**src/rtl/core/mpbd_pkg.sv**
```systemverilog
package mpbd_pkg;

  // Fixed geometry of the scan item and of the button set.
  localparam int PORTS       = 5;
  localparam int PIN_W       = 16;
  localparam int MAX_BUTTONS = 8;
  localparam int THR_W       = 8;
  localparam int CFG_INDEX_W = 8;

  // Port positions inside a scan item.
  localparam int PORT_A = 0;
  localparam int PORT_B = 1;
  localparam int PORT_C = 2;
  localparam int PORT_D = 3;
  localparam int PORT_E = 4;

  // Configuration register indexes.
  localparam logic [CFG_INDEX_W-1:0] REG_PRESS_THRESHOLD   = 8'd0;
  localparam logic [CFG_INDEX_W-1:0] REG_RELEASE_THRESHOLD = 8'd1;

  localparam logic [THR_W-1:0] PRESS_THRESHOLD_RESET   = 8'd5;
  localparam logic [THR_W-1:0] RELEASE_THRESHOLD_RESET = 8'd5;

  typedef logic [PORTS-1:0][PIN_W-1:0] port_words_t;

  typedef struct packed {
    logic [THR_W-1:0] press;
    logic [THR_W-1:0] release_thr;
  } thresholds_t;

  // Pins that belong to each button, one mask per port (A to E).
  localparam logic [PIN_W-1:0] PIN_MAP [MAX_BUTTONS][PORTS] = '{
    '{16'h0000, 16'h0000, 16'h0000, 16'h0000, 16'h003C},
    '{16'h0000, 16'h0000, 16'hC003, 16'h0000, 16'h0000},
    '{16'h000F, 16'h0000, 16'h0000, 16'h0000, 16'h0000},
    '{16'h00C0, 16'h0000, 16'h0030, 16'h0000, 16'h0000},
    '{16'h0000, 16'h00F0, 16'h0000, 16'h0000, 16'h0000},
    '{16'h0000, 16'h0000, 16'h0000, 16'h0078, 16'h0000},
    '{16'h0000, 16'h0000, 16'h1C00, 16'h0001, 16'h0000},
    '{16'h3C00, 16'h0000, 16'h0000, 16'h0000, 16'h0000}
  };

  // A button reads pressed when any of its mapped pins is low.
  function automatic logic button_active(input int unsigned b, input port_words_t ports);
    logic hit;
    hit = 1'b0;
    for (int p = 0; p < PORTS; p++) begin
      hit = hit | (|(~ports[p] & PIN_MAP[b][p]));
    end
    return hit;
  endfunction

endpackage

```
**src/rtl/core/mpbd_scan_if.sv**
```systemverilog
interface mpbd_scan_if;
  logic                          valid;
  logic                          ready;
  logic [mpbd_pkg::PIN_W-1:0]    port_a_pins;
  logic [mpbd_pkg::PIN_W-1:0]    port_b_pins;
  logic [mpbd_pkg::PIN_W-1:0]    port_c_pins;
  logic [mpbd_pkg::PIN_W-1:0]    port_d_pins;
  logic [mpbd_pkg::PIN_W-1:0]    port_e_pins;

  modport source (output valid, port_a_pins, port_b_pins, port_c_pins, port_d_pins,
                  port_e_pins, input ready);
  modport sink (input valid, port_a_pins, port_b_pins, port_c_pins, port_d_pins,
                port_e_pins, output ready);
endinterface

```
**src/rtl/core/mpbd_result_if.sv**
```systemverilog
interface mpbd_result_if;
  logic                                valid;
  logic                                ready;
  logic [mpbd_pkg::MAX_BUTTONS-1:0]    button_states;

  modport source (output valid, button_states, input ready);
  modport sink (input valid, button_states, output ready);
endinterface

```
**src/rtl/core/mpbd_cfg_if.sv**
```systemverilog
interface mpbd_cfg_if;
  logic                                valid;
  logic                                ready;
  logic [mpbd_pkg::CFG_INDEX_W-1:0]    index;
  logic [mpbd_pkg::THR_W-1:0]          data;

  modport source (output valid, index, data, input ready);
  modport sink (input valid, index, data, output ready);
endinterface

```
**src/rtl/core/mpbd_button.sv**
```systemverilog
module mpbd_button (
  input  logic                    clk,
  input  logic                    rst,
  input  logic                    advance,
  input  logic                    raw,
  input  mpbd_pkg::thresholds_t   thr,
  output logic                    flag,
  output logic                    flag_next
);

  logic [mpbd_pkg::THR_W-1:0] press_count;
  logic [mpbd_pkg::THR_W-1:0] press_count_next;
  logic [mpbd_pkg::THR_W-1:0] release_count;
  logic [mpbd_pkg::THR_W-1:0] release_count_next;
  logic [mpbd_pkg::THR_W-1:0] press_inc;
  logic [mpbd_pkg::THR_W-1:0] release_inc;

  // Counters stay below the threshold, so the increment never wraps.
  always_comb begin
    press_inc          = press_count + 8'd1;
    release_inc        = release_count + 8'd1;
    flag_next          = flag;
    press_count_next   = '0;
    release_count_next = '0;
    if (raw && !flag) begin
      if (press_inc >= thr.press) begin
        flag_next = 1'b1;
      end else begin
        press_count_next = press_inc;
      end
    end else if (!raw && flag) begin
      if (release_inc >= thr.release_thr) begin
        flag_next = 1'b0;
      end else begin
        release_count_next = release_inc;
      end
    end
  end

  always_ff @(posedge clk) begin
    if (rst) begin
      flag          <= 1'b0;
      press_count   <= '0;
      release_count <= '0;
    end else if (advance) begin
      flag          <= flag_next;
      press_count   <= press_count_next;
      release_count <= release_count_next;
    end
  end

endmodule

```
**src/rtl/core/multi_pin_button_debouncer.sv**
```systemverilog
// A scan accepted on the scan channel is held in the input stage, then moves into the
// result register, which offers its debounced byte on the result channel.
// Throughput: one scan per cycle while result.ready holds; the input register and the result
// register let a new request enter while a finished result still waits to be taken.
// Reset (rst, synchronous, active high) clears all counters and flags, empties both
// stages and sets both thresholds to 5.
module multi_pin_button_debouncer #(
  parameter int BUTTON_COUNT = 8
) (
  input  logic          clk,
  input  logic          rst,
  mpbd_scan_if.sink     scan,
  mpbd_result_if.source result,
  mpbd_cfg_if.sink      cfg
);

  // Threshold registers. The port is always ready; writes to unknown indexes
  // are dropped.
  mpbd_pkg::thresholds_t thr;

  assign cfg.ready = 1'b1;

  always_ff @(posedge clk) begin
    if (rst) begin
      thr.press       <= mpbd_pkg::PRESS_THRESHOLD_RESET;
      thr.release_thr <= mpbd_pkg::RELEASE_THRESHOLD_RESET;
    end else if (cfg.valid && cfg.ready) begin
      case (cfg.index)
        mpbd_pkg::REG_PRESS_THRESHOLD:   thr.press       <= cfg.data;
        mpbd_pkg::REG_RELEASE_THRESHOLD: thr.release_thr <= cfg.data;
        default: ;
      endcase
    end
  end

  // Input stage: the accepted scan is held here while the button logic works
  // on it. The stage moves on whenever the result register is free or is
  // being emptied in the same cycle, so requests flow back to back.
  logic                        stage_valid;
  mpbd_pkg::port_words_t       stage_ports;
  logic                        advance;

  assign advance    = stage_valid && (!result.valid || result.ready);
  assign scan.ready = !stage_valid || advance;

  always_ff @(posedge clk) begin
    if (rst) begin
      stage_valid <= 1'b0;
    end else if (scan.ready) begin
      stage_valid <= scan.valid;
    end
  end

  always_ff @(posedge clk) begin
    if (scan.valid && scan.ready) begin
      stage_ports[mpbd_pkg::PORT_A] <= scan.port_a_pins;
      stage_ports[mpbd_pkg::PORT_B] <= scan.port_b_pins;
      stage_ports[mpbd_pkg::PORT_C] <= scan.port_c_pins;
      stage_ports[mpbd_pkg::PORT_D] <= scan.port_d_pins;
      stage_ports[mpbd_pkg::PORT_E] <= scan.port_e_pins;
    end
  end

  // One debounce cell per scanned button. The cells update their counters
  // and flags only when the staged scan moves into the result register.
  // Buttons past BUTTON_COUNT are not scanned and always read released.
  logic [mpbd_pkg::MAX_BUTTONS-1:0] flags;
  logic [mpbd_pkg::MAX_BUTTONS-1:0] flags_next;

  for (genvar i = 0; i < mpbd_pkg::MAX_BUTTONS; i++) begin : g_button
    if (i < BUTTON_COUNT) begin : g_used
      mpbd_button u_button (
        .clk       (clk),
        .rst       (rst),
        .advance   (advance),
        .raw       (mpbd_pkg::button_active(i, stage_ports)),
        .thr       (thr),
        .flag      (flags[i]),
        .flag_next (flags_next[i])
      );
    end else begin : g_unused
      assign flags[i]      = 1'b0;
      assign flags_next[i] = 1'b0;
    end
  end

  // Result register: holds the debounced byte after the scan is applied.
  logic                             out_valid;
  logic [mpbd_pkg::MAX_BUTTONS-1:0] out_states;

  always_ff @(posedge clk) begin
    if (rst) begin
      out_valid <= 1'b0;
    end else if (advance) begin
      out_valid <= 1'b1;
    end else if (result.ready) begin
      out_valid <= 1'b0;
    end
  end

  always_ff @(posedge clk) begin
    if (advance) begin
      out_states <= flags_next;
    end
  end

  assign result.valid         = out_valid;
  assign result.button_states = out_states;

`ifndef SYNTHESIS
  // An accepted scan always lands in the input stage.
  a_stage_fill: assert property (@(posedge clk) disable iff (rst)
    scan.valid && scan.ready |=> stage_valid)
    else $error("accepted scan did not reach the input stage");

  // A fresh result only appears after the stage moved on.
  a_result_source: assert property (@(posedge clk) disable iff (rst)
    $rose(out_valid) |-> $past(advance))
    else $error("result appeared without a staged scan");

  // Debounce state changes only when a scan is applied.
  a_flags_hold: assert property (@(posedge clk) disable iff (rst)
    !advance |=> $stable(flags))
    else $error("debounced flags changed without a scan");

  // The delivered byte matches the flags that were just committed.
  a_result_matches: assert property (@(posedge clk) disable iff (rst)
    advance |=> out_states == flags)
    else $error("result byte differs from the committed flags");
`endif

endmodule
```
**src/flat_wrapper.sv**
```systemverilog
// flat-port wrapper written by rule: the top's interface ports become plain ports
module multi_pin_button_debouncer_flat 
#(
  parameter int BUTTON_COUNT = 8
)
  (clk, rst, scan_valid, scan_port_a_pins, scan_port_b_pins, scan_port_c_pins, scan_port_d_pins, scan_port_e_pins, scan_ready, result_valid, result_button_states, result_ready, cfg_valid, cfg_index, cfg_data, cfg_ready);
  mpbd_scan_if scan_i ();
  mpbd_result_if result_i ();
  mpbd_cfg_if cfg_i ();
  input  logic clk;
  input  logic rst;
  input wire logic [$bits(scan_i.valid)-1:0] scan_valid;
  input wire logic [$bits(scan_i.port_a_pins)-1:0] scan_port_a_pins;
  input wire logic [$bits(scan_i.port_b_pins)-1:0] scan_port_b_pins;
  input wire logic [$bits(scan_i.port_c_pins)-1:0] scan_port_c_pins;
  input wire logic [$bits(scan_i.port_d_pins)-1:0] scan_port_d_pins;
  input wire logic [$bits(scan_i.port_e_pins)-1:0] scan_port_e_pins;
  output wire logic [$bits(scan_i.ready)-1:0] scan_ready;
  output wire logic [$bits(result_i.valid)-1:0] result_valid;
  output wire logic [$bits(result_i.button_states)-1:0] result_button_states;
  input wire logic [$bits(result_i.ready)-1:0] result_ready;
  input wire logic [$bits(cfg_i.valid)-1:0] cfg_valid;
  input wire logic [$bits(cfg_i.index)-1:0] cfg_index;
  input wire logic [$bits(cfg_i.data)-1:0] cfg_data;
  output wire logic [$bits(cfg_i.ready)-1:0] cfg_ready;
  assign scan_i.valid = scan_valid;
  assign scan_i.port_a_pins = scan_port_a_pins;
  assign scan_i.port_b_pins = scan_port_b_pins;
  assign scan_i.port_c_pins = scan_port_c_pins;
  assign scan_i.port_d_pins = scan_port_d_pins;
  assign scan_i.port_e_pins = scan_port_e_pins;
  assign scan_ready = scan_i.ready;
  assign result_valid = result_i.valid;
  assign result_button_states = result_i.button_states;
  assign result_i.ready = result_ready;
  assign cfg_i.valid = cfg_valid;
  assign cfg_i.index = cfg_index;
  assign cfg_i.data = cfg_data;
  assign cfg_ready = cfg_i.ready;
  multi_pin_button_debouncer #(.BUTTON_COUNT(BUTTON_COUNT)) u_core (.clk(clk), .rst(rst), .scan(scan_i), .result(result_i), .cfg(cfg_i));
endmodule
```
**config.mk**
```make
export PLATFORM = sky130hd
export DESIGN_NAME = multi_pin_button_debouncer_flat
export DESIGN_NICKNAME = d
export VERILOG_FILES = /design/src/rtl/core/mpbd_pkg.sv /design/src/rtl/core/mpbd_scan_if.sv /design/src/rtl/core/mpbd_result_if.sv /design/src/rtl/core/mpbd_cfg_if.sv /design/src/rtl/core/mpbd_button.sv /design/src/rtl/core/multi_pin_button_debouncer.sv /design/src/flat_wrapper.sv
export SDC_FILE = /design/constraint.sdc
export NUM_CORES = 1
export LEC_CHECK = 0
export BUFFER_PORTS_ARGS = -buffer_cell sky130_fd_sc_hd__buf_4
export CAP_MARGIN = 40
export CORE_MARGIN = 2
export CORE_UTILIZATION = 25
export DETAILED_ROUTE_END_ITERATION = 12
export GPL_TIMING_DRIVEN = 1
export PLACE_DENSITY = 0.48
export SYNTH_ARGS = -nofsm -noshare
export SYNTH_HDL_FRONTEND = slang
export SYNTH_SLANG_ARGS = --single-unit
```
**constraint.sdc**
```tcl
create_clock -name clk -period 2.6 [get_ports clk]
set_clock_uncertainty 0.05 [all_clocks]
set_input_delay 0.52 -clock clk [delete_from_list [all_inputs] [get_ports clk]]
set_output_delay 0.52 -clock clk [all_outputs]
set_load 0.005 [all_outputs]
```
* Word level (Yosys, flattened, before mapping)
Index checks and enable logic that the tools add are counted.
** Storage, ports and cells
- Bits in registers :: 213
- Word-level logic and storage cells :: 199
- Bits of input ports :: 101
- Output and inout bits :: 11
** Cells by class
- Add/sub/neg operators :: 16
- $lt $le $gt $ge :: 16
- Multiplexer cells :: 74
- Bitwise operators :: 7
- Eq/ne operators :: 1
- Reductions and logical operators :: 51
** Operator list (count)
- 2-to-1 mux 8 bit :: 40
- adder 8 x 1 -> 8 bit, second input constant :: 16
- greater-or-equal comparator 8 bit :: 16
- 2-to-1 mux 1 bit :: 34
- OR reduction 4 bit :: 6
- logical AND 1 bit :: 18
- zero test 1 bit :: 18
- inverter 16 bit :: 1
- inverter 14 bit :: 1
- equality test 8 x 1 -> 1 bit, second input constant :: 1
- zero test 8 bit :: 1
- inverter 8 bit :: 1
- inverter 7 bit :: 1
- inverter 6 bit :: 1
- AND reduction 2 bit :: 2
- OR reduction 2 bit :: 2
- OR reduction 3 bit :: 1
- logical OR 1 bit :: 2
- OR 1 bit :: 2
- nonzero test 2 bit :: 1

* Longest topological paths before layout
- Depth after elaboration :: 7
- Mapped depth :: 11
- Depth with buffers taken out :: 10

* Hierarchy
Synthesis repeated with hierarchy kept, for this count alone.
** Second synthesis, totals
- Cell total of the unflattened synthesis :: 1484
- Area, all modules :: 13152.6 um^2
** By module, submodules not included
- mpbd_button :: sequential area each 340.3 um^2, area an instance 1391.3 um^2, cells an instance 170, instances 8
- multi_pin_button_debouncer :: sequential area each 1561.5 um^2, area an instance 2021.9 um^2, cells an instance 124, instances 1

* Least setup slack after synthesis
Ideal clock, no wire load.
- Kind :: register -> register
- Start point :: register u_core.g_button[2].g_used.u_button.press_count[0] (netlist bit)
- End point :: register u_core.out_states, in the netlist u_core.result.button_states[2] (data pin)
- Stages on the path, launching flop included :: 11
- Data required time :: 2.284 ns
- Setup time :: 0.266 ns
- Data arrival time :: 2.232 ns
- Clock period less this slack :: 2.548 ns
- Setup slack :: 0.052 ns
- Path buffers :: 1
- Cell sequence :: dfxtp_1 > ha_1 > nand3_1 > nor2_1 > xor2_1 > ha_1 > a21o_1 > a211o_1 > a21oi_1 > clkbuf_1 > nor2_1
** On the way
- Cells in the longest elaborated chain, start to end :: 4
** Ends and longest elaborated chain
- from (decl) :: line mpbd_button.sv:11 : logic [mpbd_pkg::THR_W-1:0] press_count;
- from (signal assigned) :: line mpbd_button.sv:47 : press_count <= press_count_next;
- adder 8 x 1 -> 8 bit :: line mpbd_button.sv:20 : press_inc = press_count + 8'd1;
- greater-or-equal comparator 8 bit :: line mpbd_button.sv:26 : if (press_inc >= thr.press) begin
- 2-to-1 mux 1 bit :: line mpbd_button.sv:26
- 2-to-1 mux 1 bit :: line mpbd_button.sv:25 : if (raw && !flag) begin
- via u_core.g_button[2].g_used.u_button.flag_next :: line mpbd_button.sv:8 : output logic flag_next
- to (signal assigned) :: line multi_pin_button_debouncer.sv:103 : out_states <= flags_next;
- to (decl) :: line multi_pin_button_debouncer.sv:89 : logic [mpbd_pkg::MAX_BUTTONS-1:0] out_states;
The timed path passes the listed nets, and every way through them passes these cells.
A chain may end at the register's enable or synchronous reset.

* Worst setup path in the final report
- Start point :: register u_core.g_button[6].g_used.u_button.release_count[0] (netlist bit)
- End point :: register u_core.g_button[6].g_used.u_button.release_count[7] (netlist bit)
** On the way
- Cells in the longest elaborated chain, start to end :: 5
** Ends and longest elaborated chain
- from (decl) :: line mpbd_button.sv:13 : logic [mpbd_pkg::THR_W-1:0] release_count;
- from (signal assigned) :: line mpbd_button.sv:48 : release_count <= release_count_next;
- adder 8 x 1 -> 8 bit * :: line mpbd_button.sv:21 : release_inc = release_count + 8'd1;
- greater-or-equal comparator 8 bit :: line mpbd_button.sv:32 : if (release_inc >= thr.release_thr) begin
- 2-to-1 mux 8 bit * :: line mpbd_button.sv:32
- 2-to-1 mux 8 bit * :: line mpbd_button.sv:31 : end else if (!raw && flag) begin
- 2-to-1 mux 8 bit * :: line mpbd_button.sv:25
Every way passes the cells marked *; elsewhere a longest branch is shown, timed or not.

==> summary.txt <==
Final layout
  – Area grow syn2layout: 28.8%
  – Share of cells above drive strength 1: 0.258
  – # diodes: 0
  – Area of the multi-input gates: 7580 µm²
  – NumNets Final: approximately 1700
  – Total area of sequential cells: 4340 µm²
  – Filler instances: 4735
  – Post-Layout Cell Count: about 2000

Timing
  – Unrepaired setup endpoints after global routing: yes
  – Hold Vio Cnt, Final: 0
  – Relative slew slack: 0.542
  – F_max: a little under 400 MHz
  – Finish-stage setup viols: 0
  – Final setup margin: roughly 0.063 ns
  – Min cycle time layout: 2.54 ns
  – Final period utilization: 0.976
  – Setup TNS: 0 ns
  – Tightest Pin Transition: 0.685 ns
  – Final Hold Slack: about 0.18 ns
  – Final count of pins violating max slew: 0

Clocking
  – Root buffer cell: clkbuf_16
  – Num CTS Buffers: 17
  – Clock Tree Buf Depth: 2
  – TritonCTS clock tree: done
  – Sink Count: 194
  – CTS HTree Levels: 4
  – Cts hold-fix bufs: 0
  – Clock transition at path regs: 0.08 ns
  – Clock latency on the worst-skew pair: around 0.46 ns

Logic synthesis
  – Seq cells post-synth: 194
  – Synth Flop Type: dfxtp_1
  – Post-synth EDFFs: 40
  – Post-synth top cells: dfxtp_1 (154), ha_1 (144), nand2_1 (113)
  – Yosys cell types: 62
  – Yosys top cell area share: 0.264
  – Post-synthesis sequential area ratio: 0.367
  – Most instantiated library cell after synthesis: dfxtp_1
  – Synth area leader: dfxtp_1
  – Warnings, synthesis: 0
  – Mean Syn Cell Area: 9.41 µm²
  – Synthesized cell area: 11700 µm²
  – Syn Inst Count: 1240
  – Syn_nets: approximately 1500
  – Top cells by area, synth: dfxtp_1 (26%), ha_1 (15%), edfxtp_1 (10%)
  – Post-synthesis async set-or-reset flop share: 0

Setup path
  – Slowest cell on crit path: dfxtp_4
  – Worst path most repeated cell: and3_4
  – CP bufs+invs: 1
  – Critical path type: flop to flop
  – Startpoint types: flop
  – CP required: 2.89 ns
  – Cells along the critical path: and3_4 > nand3_4 > or2_4 > xnor2_2 > ha_1 > and3_4 > o211ai_1 > o21a_2 > buf_6 > and2_1 > a32o_1
  – Crit path DAT: between 2 and 3 ns
  – Worst Setup End Kind: flop
  – Worst-path maximum fanout: 4
  – Critical path's top delay family: simple AND/OR/NAND/NOR gates
  – CP max stage delay: 0.38 ns

Power
  – Tot Pwr: approximately 6400 µW
  – Internal power: 4870 µW
  – Clk pwr share: 0.443
  – P_sw: 1510 µW
  – Sequential Power Share: 0.493
  – P per Cell Area: 424 nW/µm²
  – Combinational power share: 0.064
  – Sw Ratio: 0.236
  – P_leak: around 0.0063 µW
  – Worst VDD drop: approximately 0.44 mV

Floorplanning
  – Io pins: 112
  – Die Span Y: about 220 µm
  – Core footprint: around 46000 µm²
  – Width of the die: around 220 µm
  – Starting Density: 0.252
  – Row count: 79
  – Die area: 48400 µm²

Global route
  – Total GRT Usage: 0.133
  – Pin count of the biggest net entering global routing: 56
  – Number of global-route vias before repair: 9390
  – Initial antenna violation count: 0
  – Total congestion overflow: 0
  – First-pass GRT wire length: 50600 µm

Route
  – Residual DRC: 0
  – Via Count: 9817
  – Drt first pass iters: 5
  – Via-per-instance ratio: 4.83
  – Final wirelength: 32100 µm
  – Final ANT Viol Nets: 0
  – Wire per inst: 15.8 µm
  – First-iteration detailed-routing DRC count: 561

Place
  – Placed Instances: 1972
  – DP Worst Slack: -0.0735 ns
  – IO Port Bufs: 62
  – Detailed Place HPWL: 22100 µm
  – Final GP Congestion: 0.750

Run status
  – Status: finished, final reports clean

Min path
  – Worst hold path type: input pin to flop

Job
  – Max-Cap Viols: 0
## layout by cell type (no fill, tap or decap), types with 8 or more instances in the layout
master / n
a21o_1: 22
a21oi_1: 52
dfxtp_4: 9
nand2_1: 111
nand2b_1: 25
edfxtp_1: 40
nand3_2: 13
o211ai_1: 18
buf_4: 185
a32o_1: 33
and3_1: 21
o21ai_0: 19
nand4_1: 33
ha_1: 136
xnor2_2: 9
a22o_1: 13
nand3_1: 68
a21oi_2: 11
nor2_2: 12
nor3_1: 17
xnor2_1: 44
dfxtp_2: 16
clkbuf_16: 19
and3_4: 11
inv_1: 25
mux2i_1: 20
xor2_1: 36
o21a_1: 11
o21ai_1: 11
a31oi_1: 9
nor2_1: 62
dfxtp_1: 129
nor3b_1: 13
and4_1: 8
buf_6: 12
## final timing paths
check	startpoint	end	slack [ns]	cells past startpoint
min	scan_port_c_pins[15]	u_core.stage_ports[47]$_DFFE_PP_	0.18	1
max	flop	flop	0.06	11
min reg2reg	flop	flop	0.43	2
max reg2reg	flop	flop	0.06	11
## final cells by class
type                       count  share of cell area
multi-input combinational    969               0.504
sequential                   194               0.289
timing repair buffer         205               0.109
tap                          607              0.0505
clock buffer                  25              0.0345
inverter                      27             0.00674
clock inverter                 7             0.00624
## flip-flops by register name (all words and copies together) (netlist names)
name and cells:
u_core.result.button_states 8, u_core.g_button.g_used.u_button.flag 8, u_core.g_button.g_used.u_button.press_count 64, u_core.stage_valid 1, u_core.g_button.g_used.u_button.release_count 64, u_core.stage_ports 32
u_core.result.valid 1, u_core.thr 16
## metal layers
layer,up-vias,track usage,share of wire,wire length (µm)
li1,4996,-,-,-
met1,4680,0.181,0.50,16000
met2,117,0.222,0.47,15000
met3,24,0.0167,0.022,703
met4,0,0.0371,0.013,407
met5,-,0,0,0
## logic make-up after synthesis
logic type,Yosys count,share of synthesized area
XOR/XNOR,93,0.0698
buffers and inverters,77,0.0271
AO/OA/AOI/OAI,263,0.166
AND/OR/NAND/NOR,448,0.198
multiplexers,20,0.0172
flip-flops,194,0.367
other,1,0.000321
adder cells (fa/ha/maj),144,0.154
## worst reg2reg max path, cell delays in order (launching register included)
cell and delay, ns:
dfxtp_4 0.38, and3_4 0.19, nand3_4 0.08, or2_4 0.25, xnor2_2 0.15, ha_1 0.32
and3_4 0.19, o211ai_1 0.09, o21a_2 0.24, buf_6 0.12, and2_1 0.14, a32o_1 0.24
## through the flow
stage,cell area [µm²],util
2_1_floorplan,11700,-
3_3_place_gp,13600,0.293
3_5_place_dp,13600,0.293
4_1_cts,14300,0.307
5_1_grt,15000,0.324
6_report,15000,0.324
## power groups by stage
| stage | Combinational (µW) | Sequential (µW) | Clock [µW] |
|---|---|---|---|
| finish | 410 | 3140 | 2820 |
| global route | 454 | 3150 | 3020 |
| CTS | 407 | 3150 | 2910 |
| detailed placement | 406 | 3220 | 0 |
| global placement | 400 | 3220 | 0 |
| floorplan | 194 | 3220 | 0 |
## what timing repair did
action                     4_1_cts  5_1_grt
pin swaps                        2       80
resized for setup               11      140
cloned                           0        3
setup buffers                    1       27
setup endpoints to repair       31      128
Note: power is estimated with default switching activity, not from simulation.
